--- src/rtl/core/lbd_pkg.sv ---
// Shared types and constants for the lux banded dimmer with ramp.
// No dependencies; imported by the top level.
package lbd_pkg;

  // Field and register widths
  localparam int unsigned LuxW   = 16;
  localparam int unsigned DutyW  = 8;
  localparam int unsigned BandW  = 3;
  localparam int unsigned CfgIdxW  = 3;
  localparam int unsigned CfgDataW = 16;

  // Duty levels are masked to DutyBits bits, then to the 8-bit duty field
  localparam int unsigned DutyBits = 8;
  localparam logic [DutyW-1:0] DutyMask = DutyW'((64'd1 << DutyBits) - 64'd1);
  localparam logic [DutyW-1:0] LevelHighAmbient = DutyW'(77);
  localparam logic [DutyW-1:0] LevelOff = '0;

  // Default number of repeated samples before a new goal is taken
  localparam int unsigned StableReadsDefault = 3;

  // Register reset values
  localparam logic [LuxW-1:0]  DarkThrReset   = 16'd10;
  localparam logic [LuxW-1:0]  LowThrReset    = 16'd100;
  localparam logic [LuxW-1:0]  MediumThrReset = 16'd1000;
  localparam logic [LuxW-1:0]  BrightThrReset = 16'd10000;
  localparam logic [DutyW-1:0] LevelLowReset    = 8'd64;
  localparam logic [DutyW-1:0] LevelMediumReset = 8'd128;
  localparam logic [DutyW-1:0] LevelHighReset   = 8'd255;
  localparam logic [DutyW-1:0] DimStepReset     = 8'd5;

  // Band codes
  typedef enum logic [BandW-1:0] {
    BAND_DARK   = 3'd0,
    BAND_LOW    = 3'd1,
    BAND_MEDIUM = 3'd2,
    BAND_HIGH   = 3'd3,
    BAND_BRIGHT = 3'd4
  } band_e;

  // Configuration register indexes
  typedef enum logic [CfgIdxW-1:0] {
    REG_DARK_THR    = 3'd0,
    REG_LOW_THR     = 3'd1,
    REG_MEDIUM_THR  = 3'd2,
    REG_BRIGHT_THR  = 3'd3,
    REG_LEVEL_LOW   = 3'd4,
    REG_LEVEL_MED   = 3'd5,
    REG_LEVEL_HIGH  = 3'd6,
    REG_DIM_STEP    = 3'd7
  } cfg_reg_e;

endpackage

--- src/rtl/core/lux_banded_dimmer_with_ramp.sv ---
// Top level of the lux banded dimmer with ramp: band sort, repeat filter and duty ramp.
// Depends on lbd_pkg for widths, band codes and register indexes.
//
//  channel | direction | handshake             | payload
//  --------+-----------+-----------------------+------------------------------------------
//  in      | input     | in_valid_i/in_stall_o | lux_sample_i
//  out     | output    | out_valid_o/out_stall_i | duty_level_o, band_code_o, duty_changed_o
//  cfg     | input     | cfg_we_i              | cfg_index_i, cfg_data_i
//
// A sample is loaded into the input register at its transfer and passes through the
// band compare, repeat filter and ramp clamp into the result register once that
// register is free; out_valid_o is registered along with the result. One sample per
// cycle is sustained while the output is not stalled.
// Reset clears the duty state and loads the register defaults.
// A stall on the output holds the result register; the input register then
// fills and in_stall_o rises only while both stages are occupied.
module lux_banded_dimmer_with_ramp
  import lbd_pkg::*;
#(
  parameter int unsigned STABLE_READS = StableReadsDefault
) (
  input  logic                clk_i,
  input  logic                rst_ni,
  input  logic                in_valid_i,
  output logic                in_stall_o,
  input  logic [LuxW-1:0]     lux_sample_i,
  output logic                out_valid_o,
  input  logic                out_stall_i,
  output logic [DutyW-1:0]    duty_level_o,
  output logic [BandW-1:0]    band_code_o,
  output logic                duty_changed_o,
  input  logic                cfg_we_i,
  input  logic [CfgIdxW-1:0]  cfg_index_i,
  input  logic [CfgDataW-1:0] cfg_data_i
);

  localparam int unsigned CntW = $clog2(STABLE_READS + 1);
  localparam logic [CntW-1:0] CntSat = CntW'(STABLE_READS);

  // Configuration registers
  logic [LuxW-1:0]  dark_thr_q, low_thr_q, medium_thr_q, bright_thr_q;
  logic [DutyW-1:0] level_low_q, level_med_q, level_high_q, dim_step_q;

  // Pipeline registers
  logic             s1_valid_q;
  logic [LuxW-1:0]  s1_lux_q;
  logic             out_valid_q;
  logic [DutyW-1:0] out_duty_q;
  band_e            out_band_q;
  logic             out_changed_q;

  // Dimmer state
  logic [DutyW-1:0] present_q, present_d;
  logic [DutyW-1:0] goal_q, goal_d;
  logic [DutyW-1:0] prev_wanted_q;
  logic             prev_valid_q;
  logic [CntW-1:0]  cnt_q, cnt_d;

  logic             out_free;
  logic             s1_adv;
  logic             in_xfer;
  band_e            band;
  logic [DutyW-1:0] wanted;
  logic [CntW-1:0]  cnt_inc;
  logic [DutyW:0]   up_sum;
  logic [DutyW:0]   dn_diff;

  // Handshake: the result register frees when empty or taken
  assign out_free   = !out_valid_q || !out_stall_i;
  assign s1_adv     = s1_valid_q && out_free;
  assign in_stall_o = s1_valid_q && !out_free;
  assign in_xfer    = in_valid_i && !in_stall_o;

  // Sort the sample into a band; first test that holds wins
  always_comb begin
    if (s1_lux_q >= bright_thr_q) begin
      band   = BAND_BRIGHT;
      wanted = LevelOff;
    end else if (s1_lux_q > medium_thr_q) begin
      band   = BAND_HIGH;
      wanted = LevelHighAmbient;
    end else if (s1_lux_q > low_thr_q) begin
      band   = BAND_MEDIUM;
      wanted = level_med_q;
    end else if (s1_lux_q > dark_thr_q) begin
      band   = BAND_LOW;
      wanted = level_low_q;
    end else begin
      band   = BAND_DARK;
      wanted = level_high_q;
    end
    wanted = wanted & DutyMask;
  end

  // Repeat filter: take the goal once the wanted duty has held long enough
  always_comb begin
    cnt_inc = (cnt_q < CntSat) ? cnt_q + CntW'(1) : cnt_q;
    goal_d  = goal_q;
    if (!prev_valid_q || wanted != prev_wanted_q) begin
      cnt_d = CntW'(1);
    end else begin
      cnt_d = cnt_inc;
      if (cnt_inc >= CntSat) begin
        goal_d = wanted;
      end
    end
  end

  // Ramp the duty toward the goal and clamp at it
  always_comb begin
    up_sum    = {1'b0, present_q} + {1'b0, dim_step_q};
    dn_diff   = {1'b0, present_q} - {1'b0, dim_step_q};
    present_d = present_q;
    if (present_q < goal_d) begin
      present_d = (up_sum > {1'b0, goal_d}) ? goal_d : up_sum[DutyW-1:0];
    end else if (present_q > goal_d) begin
      present_d = (dn_diff[DutyW] || dn_diff[DutyW-1:0] < goal_d) ? goal_d
                                                                  : dn_diff[DutyW-1:0];
    end
  end

  // Configuration writes
  always_ff @(posedge clk_i or negedge rst_ni) begin
    if (!rst_ni) begin
      dark_thr_q   <= DarkThrReset;
      low_thr_q    <= LowThrReset;
      medium_thr_q <= MediumThrReset;
      bright_thr_q <= BrightThrReset;
      level_low_q  <= LevelLowReset;
      level_med_q  <= LevelMediumReset;
      level_high_q <= LevelHighReset;
      dim_step_q   <= DimStepReset;
    end else if (cfg_we_i) begin
      unique case (cfg_reg_e'(cfg_index_i))
        REG_DARK_THR:   dark_thr_q   <= cfg_data_i;
        REG_LOW_THR:    low_thr_q    <= cfg_data_i;
        REG_MEDIUM_THR: medium_thr_q <= cfg_data_i;
        REG_BRIGHT_THR: bright_thr_q <= cfg_data_i;
        REG_LEVEL_LOW:  level_low_q  <= cfg_data_i[DutyW-1:0];
        REG_LEVEL_MED:  level_med_q  <= cfg_data_i[DutyW-1:0];
        REG_LEVEL_HIGH: level_high_q <= cfg_data_i[DutyW-1:0];
        REG_DIM_STEP:   dim_step_q   <= cfg_data_i[DutyW-1:0];
        default: ;
      endcase
    end
  end

  // Control state: valid flags and dimmer state
  always_ff @(posedge clk_i or negedge rst_ni) begin
    if (!rst_ni) begin
      s1_valid_q    <= 1'b0;
      out_valid_q   <= 1'b0;
      present_q     <= '0;
      goal_q        <= '0;
      prev_wanted_q <= '0;
      prev_valid_q  <= 1'b0;
      cnt_q         <= '0;
    end else begin
      if (in_xfer) begin
        s1_valid_q <= 1'b1;
      end else if (s1_adv) begin
        s1_valid_q <= 1'b0;
      end
      if (s1_adv) begin
        out_valid_q <= 1'b1;
      end else if (!out_stall_i) begin
        out_valid_q <= 1'b0;
      end
      // Advance the dimmer state as a sample enters the result register
      if (s1_adv) begin
        present_q     <= present_d;
        goal_q        <= goal_d;
        prev_wanted_q <= wanted;
        prev_valid_q  <= 1'b1;
        cnt_q         <= cnt_d;
      end
    end
  end

  // Payload registers
  always_ff @(posedge clk_i) begin
    if (in_xfer) begin
      s1_lux_q <= lux_sample_i;
    end
    if (s1_adv) begin
      out_duty_q    <= present_d;
      out_band_q    <= band;
      out_changed_q <= (present_d != present_q);
    end
  end

  assign out_valid_o    = out_valid_q;
  assign duty_level_o   = out_duty_q;
  assign band_code_o    = out_band_q;
  assign duty_changed_o = out_changed_q;

`ifndef SYNTHESIS
  // Repeat counter never passes its saturation point
  a_cnt_sat: assert property (@(posedge clk_i) disable iff (!rst_ni)
    cnt_q <= CntSat)
    else $error("repeat counter above saturation");

  // Input side stalls only while a result is held
  a_stall_full: assert property (@(posedge clk_i) disable iff (!rst_ni)
    in_stall_o |-> (out_valid_o && out_stall_i))
    else $error("input stalled with result register free");

  // Duty state moves only when a sample passes into the result register
  a_duty_hold: assert property (@(posedge clk_i) disable iff (!rst_ni)
    !s1_adv |=> $stable(present_q) && $stable(goal_q))
    else $error("duty state moved without a sample");

  // A fresh result reports a change exactly when the duty moved
  a_changed: assert property (@(posedge clk_i) disable iff (!rst_ni)
    s1_adv |=> (duty_changed_o == (present_q != $past(present_q))))
    else $error("change flag disagrees with duty");
`endif

endmodule
--- config.mk ---
export PLATFORM = sky130hd
export DESIGN_NAME = lux_banded_dimmer_with_ramp
export DESIGN_NICKNAME = d
export VERILOG_FILES = /design/src/rtl/core/lbd_pkg.sv /design/src/rtl/core/lux_banded_dimmer_with_ramp.sv
export SDC_FILE = /design/constraint.sdc
export NUM_CORES = 1
export LEC_CHECK = 0
export BUFFER_PORTS_ARGS = -buffer_cell sky130_fd_sc_hd__buf_2
export CAP_MARGIN = 30
export CORE_MARGIN = 3
export CORE_UTILIZATION = 35
export DETAILED_ROUTE_END_ITERATION = 6
export PLACE_DENSITY = 0.6
export RECOVER_POWER = 50
export SLEW_MARGIN = 20
export SYNTH_ARGS = -nofsm -noshare
export SYNTH_HDL_FRONTEND = slang
export SYNTH_SLANG_ARGS = --single-unit
--- constraint.sdc ---
create_clock -name clk_i -period 17.88 [get_ports clk_i]
set_clock_uncertainty 0.15 [all_clocks]
set_input_delay 0.894 -clock clk_i [delete_from_list [all_inputs] [get_ports clk_i]]
set_output_delay 0.894 -clock clk_i [all_outputs]
set_load 0.01 [all_outputs]
Word level (Yosys, flattened, before mapping)
Index checks and enable logic that the tools add are counted. W data, S select, Z words.

$add $sub $neg: 3. Order comparisons: 10. Equal/unequal tests: 10. Mux-type cells: 19. Reductions and logical operators: 21.

Operator list (count): $mux W8 (10); $gt A16 B16 Y1 (3); $ge A16 B16 Y1 (1); $lt A8 B8 Y1 (2); $ne A8 B8 Y1 (2); $reduce_and A2 Y1 (8); $eq A3 B3 Y1 const B (4); $add A8 B8 Y9 (1); $gt A9 B8 Y1 (1); $sub A8 B8 Y9 (1); $gt A8 B8 Y1 (1); $mux W2 (4); $eq A3 B2 Y1 const B (2); $logic_not A1 Y1 (5); $mux W1 (5); $eq A3 B1 Y1 const B (1); $logic_and A1 B1 Y1 (3); $logic_not A3 Y1 (1); $logic_or A1 B1 Y1 (3); $add A2 B1 Y2 const B (1); $ge A2 B2 Y1 const B (1); $lt A2 B2 Y1 const B (1); $ne A2 B1 Y1 const B (1); $reduce_bool A2 Y1 (1).

Flip-flop bits (word level): 153. Bits of input ports: 40. Logic and storage cells: 82.

Depth between registers and ports, before layout
Depth in word-level cells: 14. Depth in mapped cells: 34.

Least setup slack after synthesis
Ideal clock, no wire load.

Kind: register to register. Start point: register s1_lux_q[15]. End point: register out_changed_q, in the netlist duty_changed_o (data pin). Setup time: 264 ps. Arrival: 6550 ps. Slack: 10916 ps. Stages on the path, launching flop included: 32. Clock period less this slack: 6964 ps. Cells stage by stage: edfxtp_1 > ha_1 > nand4_2 > nor4_4 > a21bo_1 > and3_4 > buf_6 > o311a_1 > a211o_1 > a2111oi_4 > and2_1 > nand4_2 > mux2_2 > inv_1 > ha_1 > nor2b_1 > o21a_1 > o21a_1 > o21a_1 > o21a_1 > o21a_1 > o21a_1 > o22a_1 > or2_2 > clkbuf_1 > clkbuf_1 > o21a_1 > o21ai_1 > or2_2 > o2111ai_1 > nor3_1 > nand3b_1.

Word-level cells in the longest chain between the ends: 14.

Ends and longest elaborated chain: start, declared (line lux_banded_dimmer_with_ramp.sv:46) `logic [LuxW-1:0] s1_lux_q;`; start signal, assigned (line lux_banded_dimmer_with_ramp.sv:183) `s1_lux_q <= lux_sample_i;`; $gt A16 B16 Y1 (line lux_banded_dimmer_with_ramp.sv:85) `end else if (s1_lux_q > dark_thr_q) begin`; $mux W8 (line lux_banded_dimmer_with_ramp.sv:85); $mux W8 (line lux_banded_dimmer_with_ramp.sv:82) `end else if (s1_lux_q > low_thr_q) begin`; $mux W8 (line lux_banded_dimmer_with_ramp.sv:79) `end else if (s1_lux_q > medium_thr_q) begin`; $mux W8 * (line lux_banded_dimmer_with_ramp.sv:76) `if (s1_lux_q >= bright_thr_q) begin`; $ne A8 B8 Y1 (line lux_banded_dimmer_with_ramp.sv:99) `if (!prev_valid_q || wanted != prev_wanted_q) begin`; $logic_or A1 B1 Y1 (line lux_banded_dimmer_with_ramp.sv:99); $mux W8 * (line lux_banded_dimmer_with_ramp.sv:99); $lt A8 B8 Y1 (line lux_banded_dimmer_with_ramp.sv:117) `present_d = (dn_diff[DutyW] || dn_diff[DutyW-1:0] < goal_d) ? goal_d`; $logic_or A1 B1 Y1 (line lux_banded_dimmer_with_ramp.sv:117); $mux W8 (line lux_banded_dimmer_with_ramp.sv:117); $mux W8 (line lux_banded_dimmer_with_ramp.sv:116) `end else if (present_q > goal_d) begin`; $mux W8 * (line lux_banded_dimmer_with_ramp.sv:114) `if (present_q < goal_d) begin`; $ne A8 B8 Y1 * (line lux_banded_dimmer_with_ramp.sv:188) `out_changed_q <= (present_d != present_q);`; end signal, assigned (line lux_banded_dimmer_with_ramp.sv:188); end, declared (line lux_banded_dimmer_with_ramp.sv:50) `logic out_changed_q;`.

Every way passes the cells marked *; elsewhere a longest branch is shown, timed or not. A chain may end at the register's enable or synchronous reset.

Worst setup path in the final report
Ends and elaborated chain as after synthesis.

==> results.json <==
{
  "synth_cell_types": 75,
  "synth_top_family_by_area": "compound AO/OA/AOI/OAI gates",
  "r2r_cells": 27,
  "crit_top_cell": "o21a_1",
  "synth.top_cells.by_count": "inv_1 (105), nand2_1 (105), ha_1 (103)",
  "cp_num_buf_inv": 1,
  "drive_gt1_frac": 0.181,
  "gr-usage-met3": 0.0304,
  "dpl.hpwl_um": 17900,
  "syn_nets": 1131,
  "cts.htree.levels": 4,
  "synth_top_area_cell": "dfrtp_1",
  "globalRouteOverflowTotal": 0,
  "use_met2": 0.287,
  "top_usage_layer": "met2",
  "synth-simple-area-share": 0.129,
  "synth.area.top_cells": "dfrtp_1 (25%), ha_1 (13%), edfxtp_1 (8.7%)",
  "leakage_nw": 4.90,
  "antenna_found_initial": 0,
  "async_flop_share": 0.817,
  "synthFlopType": "dfrtp_1",
  "end_kind": "flop",
  "io_buffers": 53,
  "max_freq_mhz": 128,
  "avgSynthCellArea_um2": 9.83,
  "n_antenna_cell": 0,
  "grt_start_max_net_pins": 66,
  "avgRoutedWirePerCell_um": 17.1,
  "startpoint": "s1_lux_q[15]",
  "drt_iter0_drc": 392,
  "rsz0062_at_grt": "no",
  "pin_count": 54,
  "maxSlewHeadroom": -1.34,
  "ctsResizeCount": 0,
  "clockBufferDepth": 2,
  "grt_pass1_wl_um": 39300,
  "area_growth_pct": 13.1,
  "synth_top_area_frac": 0.250,
  "cts-root-buf": "clkbuf_16",
  "postRouteAntennaNets": 0,
  "p_clk_frac": 0.203,
  "synth-xor-area-share": 0.0154,
  "ys_seq_area_frac": 0.413,
  "p_switching_mw": 0.788,
  "drv_slew": 62,
  "numCtsBuffers": 17,
  "p_int_mw": 1.09,
  "p_sw_frac": 0.420,
  "grt_pass1_vias": 7239,
  "gp_congestion": 0.914,
  "post-cts-setup-buffers": 0,
  "first_pass_iters": 5,
  "layout_min_cycle_time_ps": 7810,
  "cp.depth": 27,
  "fin_setup_tns_ps": 0,
  "initial_core_util": 0.358,
  "worstHoldPathCells": 1,
  "fp-row-count": 60,
  "final_hold_viol_count": 0,
  "synth_compound_area_frac": 0.169,
  "synth_cells": 986,
  "worst_pin_slew_ps": 3510,
  "ys_ff_latch": 153,
  "die_x_um": 172,
  "use_met1": 0.227,
  "path_class": "flop to flop",
  "ir_drop_uv": 82.4,
  "syn-cell-area_um2": 9690,
  "post-route-period-util": 0.437,
  "vias": 7329,
  "clk_latency_ps": 440,
  "required_ps": 17910,
  "holdBufCountCts": 0,
  "synthMuxAreaShare": 0.0793,
  "violations": "capacitance limit, slew limit",
  "cts_tree": "done",
  "fin_cells": 1418,
  "die_y_um": 172,
  "max_stage_delay_ps": 790,
  "synth-edff-count": 28,
  "cap_violations": 1,
  "cp_max_fo": 17,
  "totalWireLength_um": 24200,
  "path_clk_slew_ps": 70,
  "die-area_um2": 29700,
  "ys_warn_count": 0,
  "cts.sinks": 153,
  "routed_via_density": 5.17,
  "grt_usage": 0.170,
  "fin_nets": 1178,
  "cp.arrival_ps": 7840,
  "holdCritPathClass": "flop to flop",
  "synthAdderAreaFrac": 0.137,
  "core_area_um2": 27100,
  "power_density_nw_per_um2": 171,
  "cp-start-kind": "flop",
  "power_frac_comb": 0.518,
  "status": "finished, violations left",
  "critical_path.top_delay_family": "simple AND/OR/NAND/NOR gates",
  "holdCritStartpoint": "cnt_q[0]",
  "crit_path_top_delay_cell": "a2111oi_0",
  "r2r_start": "s1_lux_q[15]",
  "drc": 0,
  "setup_viol_count_final": 0,
  "seq_power_share": 0.279,
  "dpl.cell_count": 1385
}
[state kept, by name (all words and copies together) (netlist names)]
signal,count
present_q,8
level_med_q,8
s1_valid_q,1
level_low_q,8
bright_thr_q,16
dim_step_q,8
medium_thr_q,16
goal_q,8
dark_thr_q,16
out_valid_o,1
prev_valid_q,1
band_code_o,3
duty_changed_o,1
low_thr_q,16
level_high_q,8
cnt_q,2
duty_level_o,8
prev_wanted_q,8
s1_lux_q,16
[metrics by stage]
| step | utilization | setup WS [ps] | power, mW | instance area [um2] | hold WS [ps] |
|---|---|---|---|---|---|
| after CTS | 0.405 | 10140 | 1.88 | 11000 | 326 |
| final | 0.404 | 10070 | 1.88 | 11000 | 325 |
| after floorplan | - | 10920 | 1.26 | 9690 | 289 |
| after global routing | 0.404 | 9540 | 2.03 | 11000 | 353 |
| after global placement | 0.383 | 10230 | 1.48 | 10400 | 307 |
| after detailed placement | 0.383 | 10170 | 1.49 | 10400 | 310 |
[layout by cell type (no fill, tap or decap), types with 16 or more instances in the layout]
cell type,count
buf_2,48
dfrtp_1,97
o21ai_0,77
dfstp_2,28
edfxtp_1,28
inv_1,105
mux2_2,55
clkbuf_16,17
nor2_1,36
a21o_1,16
nand4_1,26
ha_1,103
a21oi_1,56
nand2_1,105
[worst register-to-register path, delay by kind of cell (launching register included)]
family	cells	cell delay [ps]
AO/OA/AOI/OAI	12	2740
adder cells (fa/ha/maj)	2	670
multiplexers	1	380
flip-flops	1	440
AND/OR/NAND/NOR	11	2970
buffers and inverters	1	210
[power groups by stage]
stage	Combinational (mW)	Clock (mW)	Sequential, mW
2_1_floorplan	0.746	0	0.517
3_3_place_gp	0.951	0	0.529
6_report	0.972	0.381	0.525
3_5_place_dp	0.961	0	0.531
4_1_cts	0.966	0.387	0.525
5_1_grt	1.09	0.402	0.537
[final timing paths]
check / end / slack (ps)
setup / recovery: duty_changed_o / 10070
hold / removal: cnt_q[0] / 330
setup reg to reg: duty_changed_o / 10070
hold reg to reg: cnt_q[0] / 330
max in group asynchronous: out_valid_o / 13810
min in group asynchronous: prev_wanted_q[5] / 1520
[kinds of logic (layout without fill, tap and decap cells)]
logic type      count (synthesis)  after routing
buf+inv                       142            202
mux                            69             69
simple gates                  250            250
xor+xnor                       17             17
fa+ha+maj                     105            105
flops                         153            153
compound gates                250            250
[routing by layer]
layer	vias up	wire length, um
met5	-	0
met4	0	334
met3	30	1010
met2	140	11700
met1	3536	11200
li1	3623	-
[layout make-up]
type,count,area (um2)
clock inverters,15,180
inverters,106,398
multi-input cells,691,5140
repair buffers,64,339
flip-flops and latches,153,4000
well taps,372,465
clock buffers,17,425
fillers,2657,16100
Note: power is estimated with default switching activity, not from simulation.
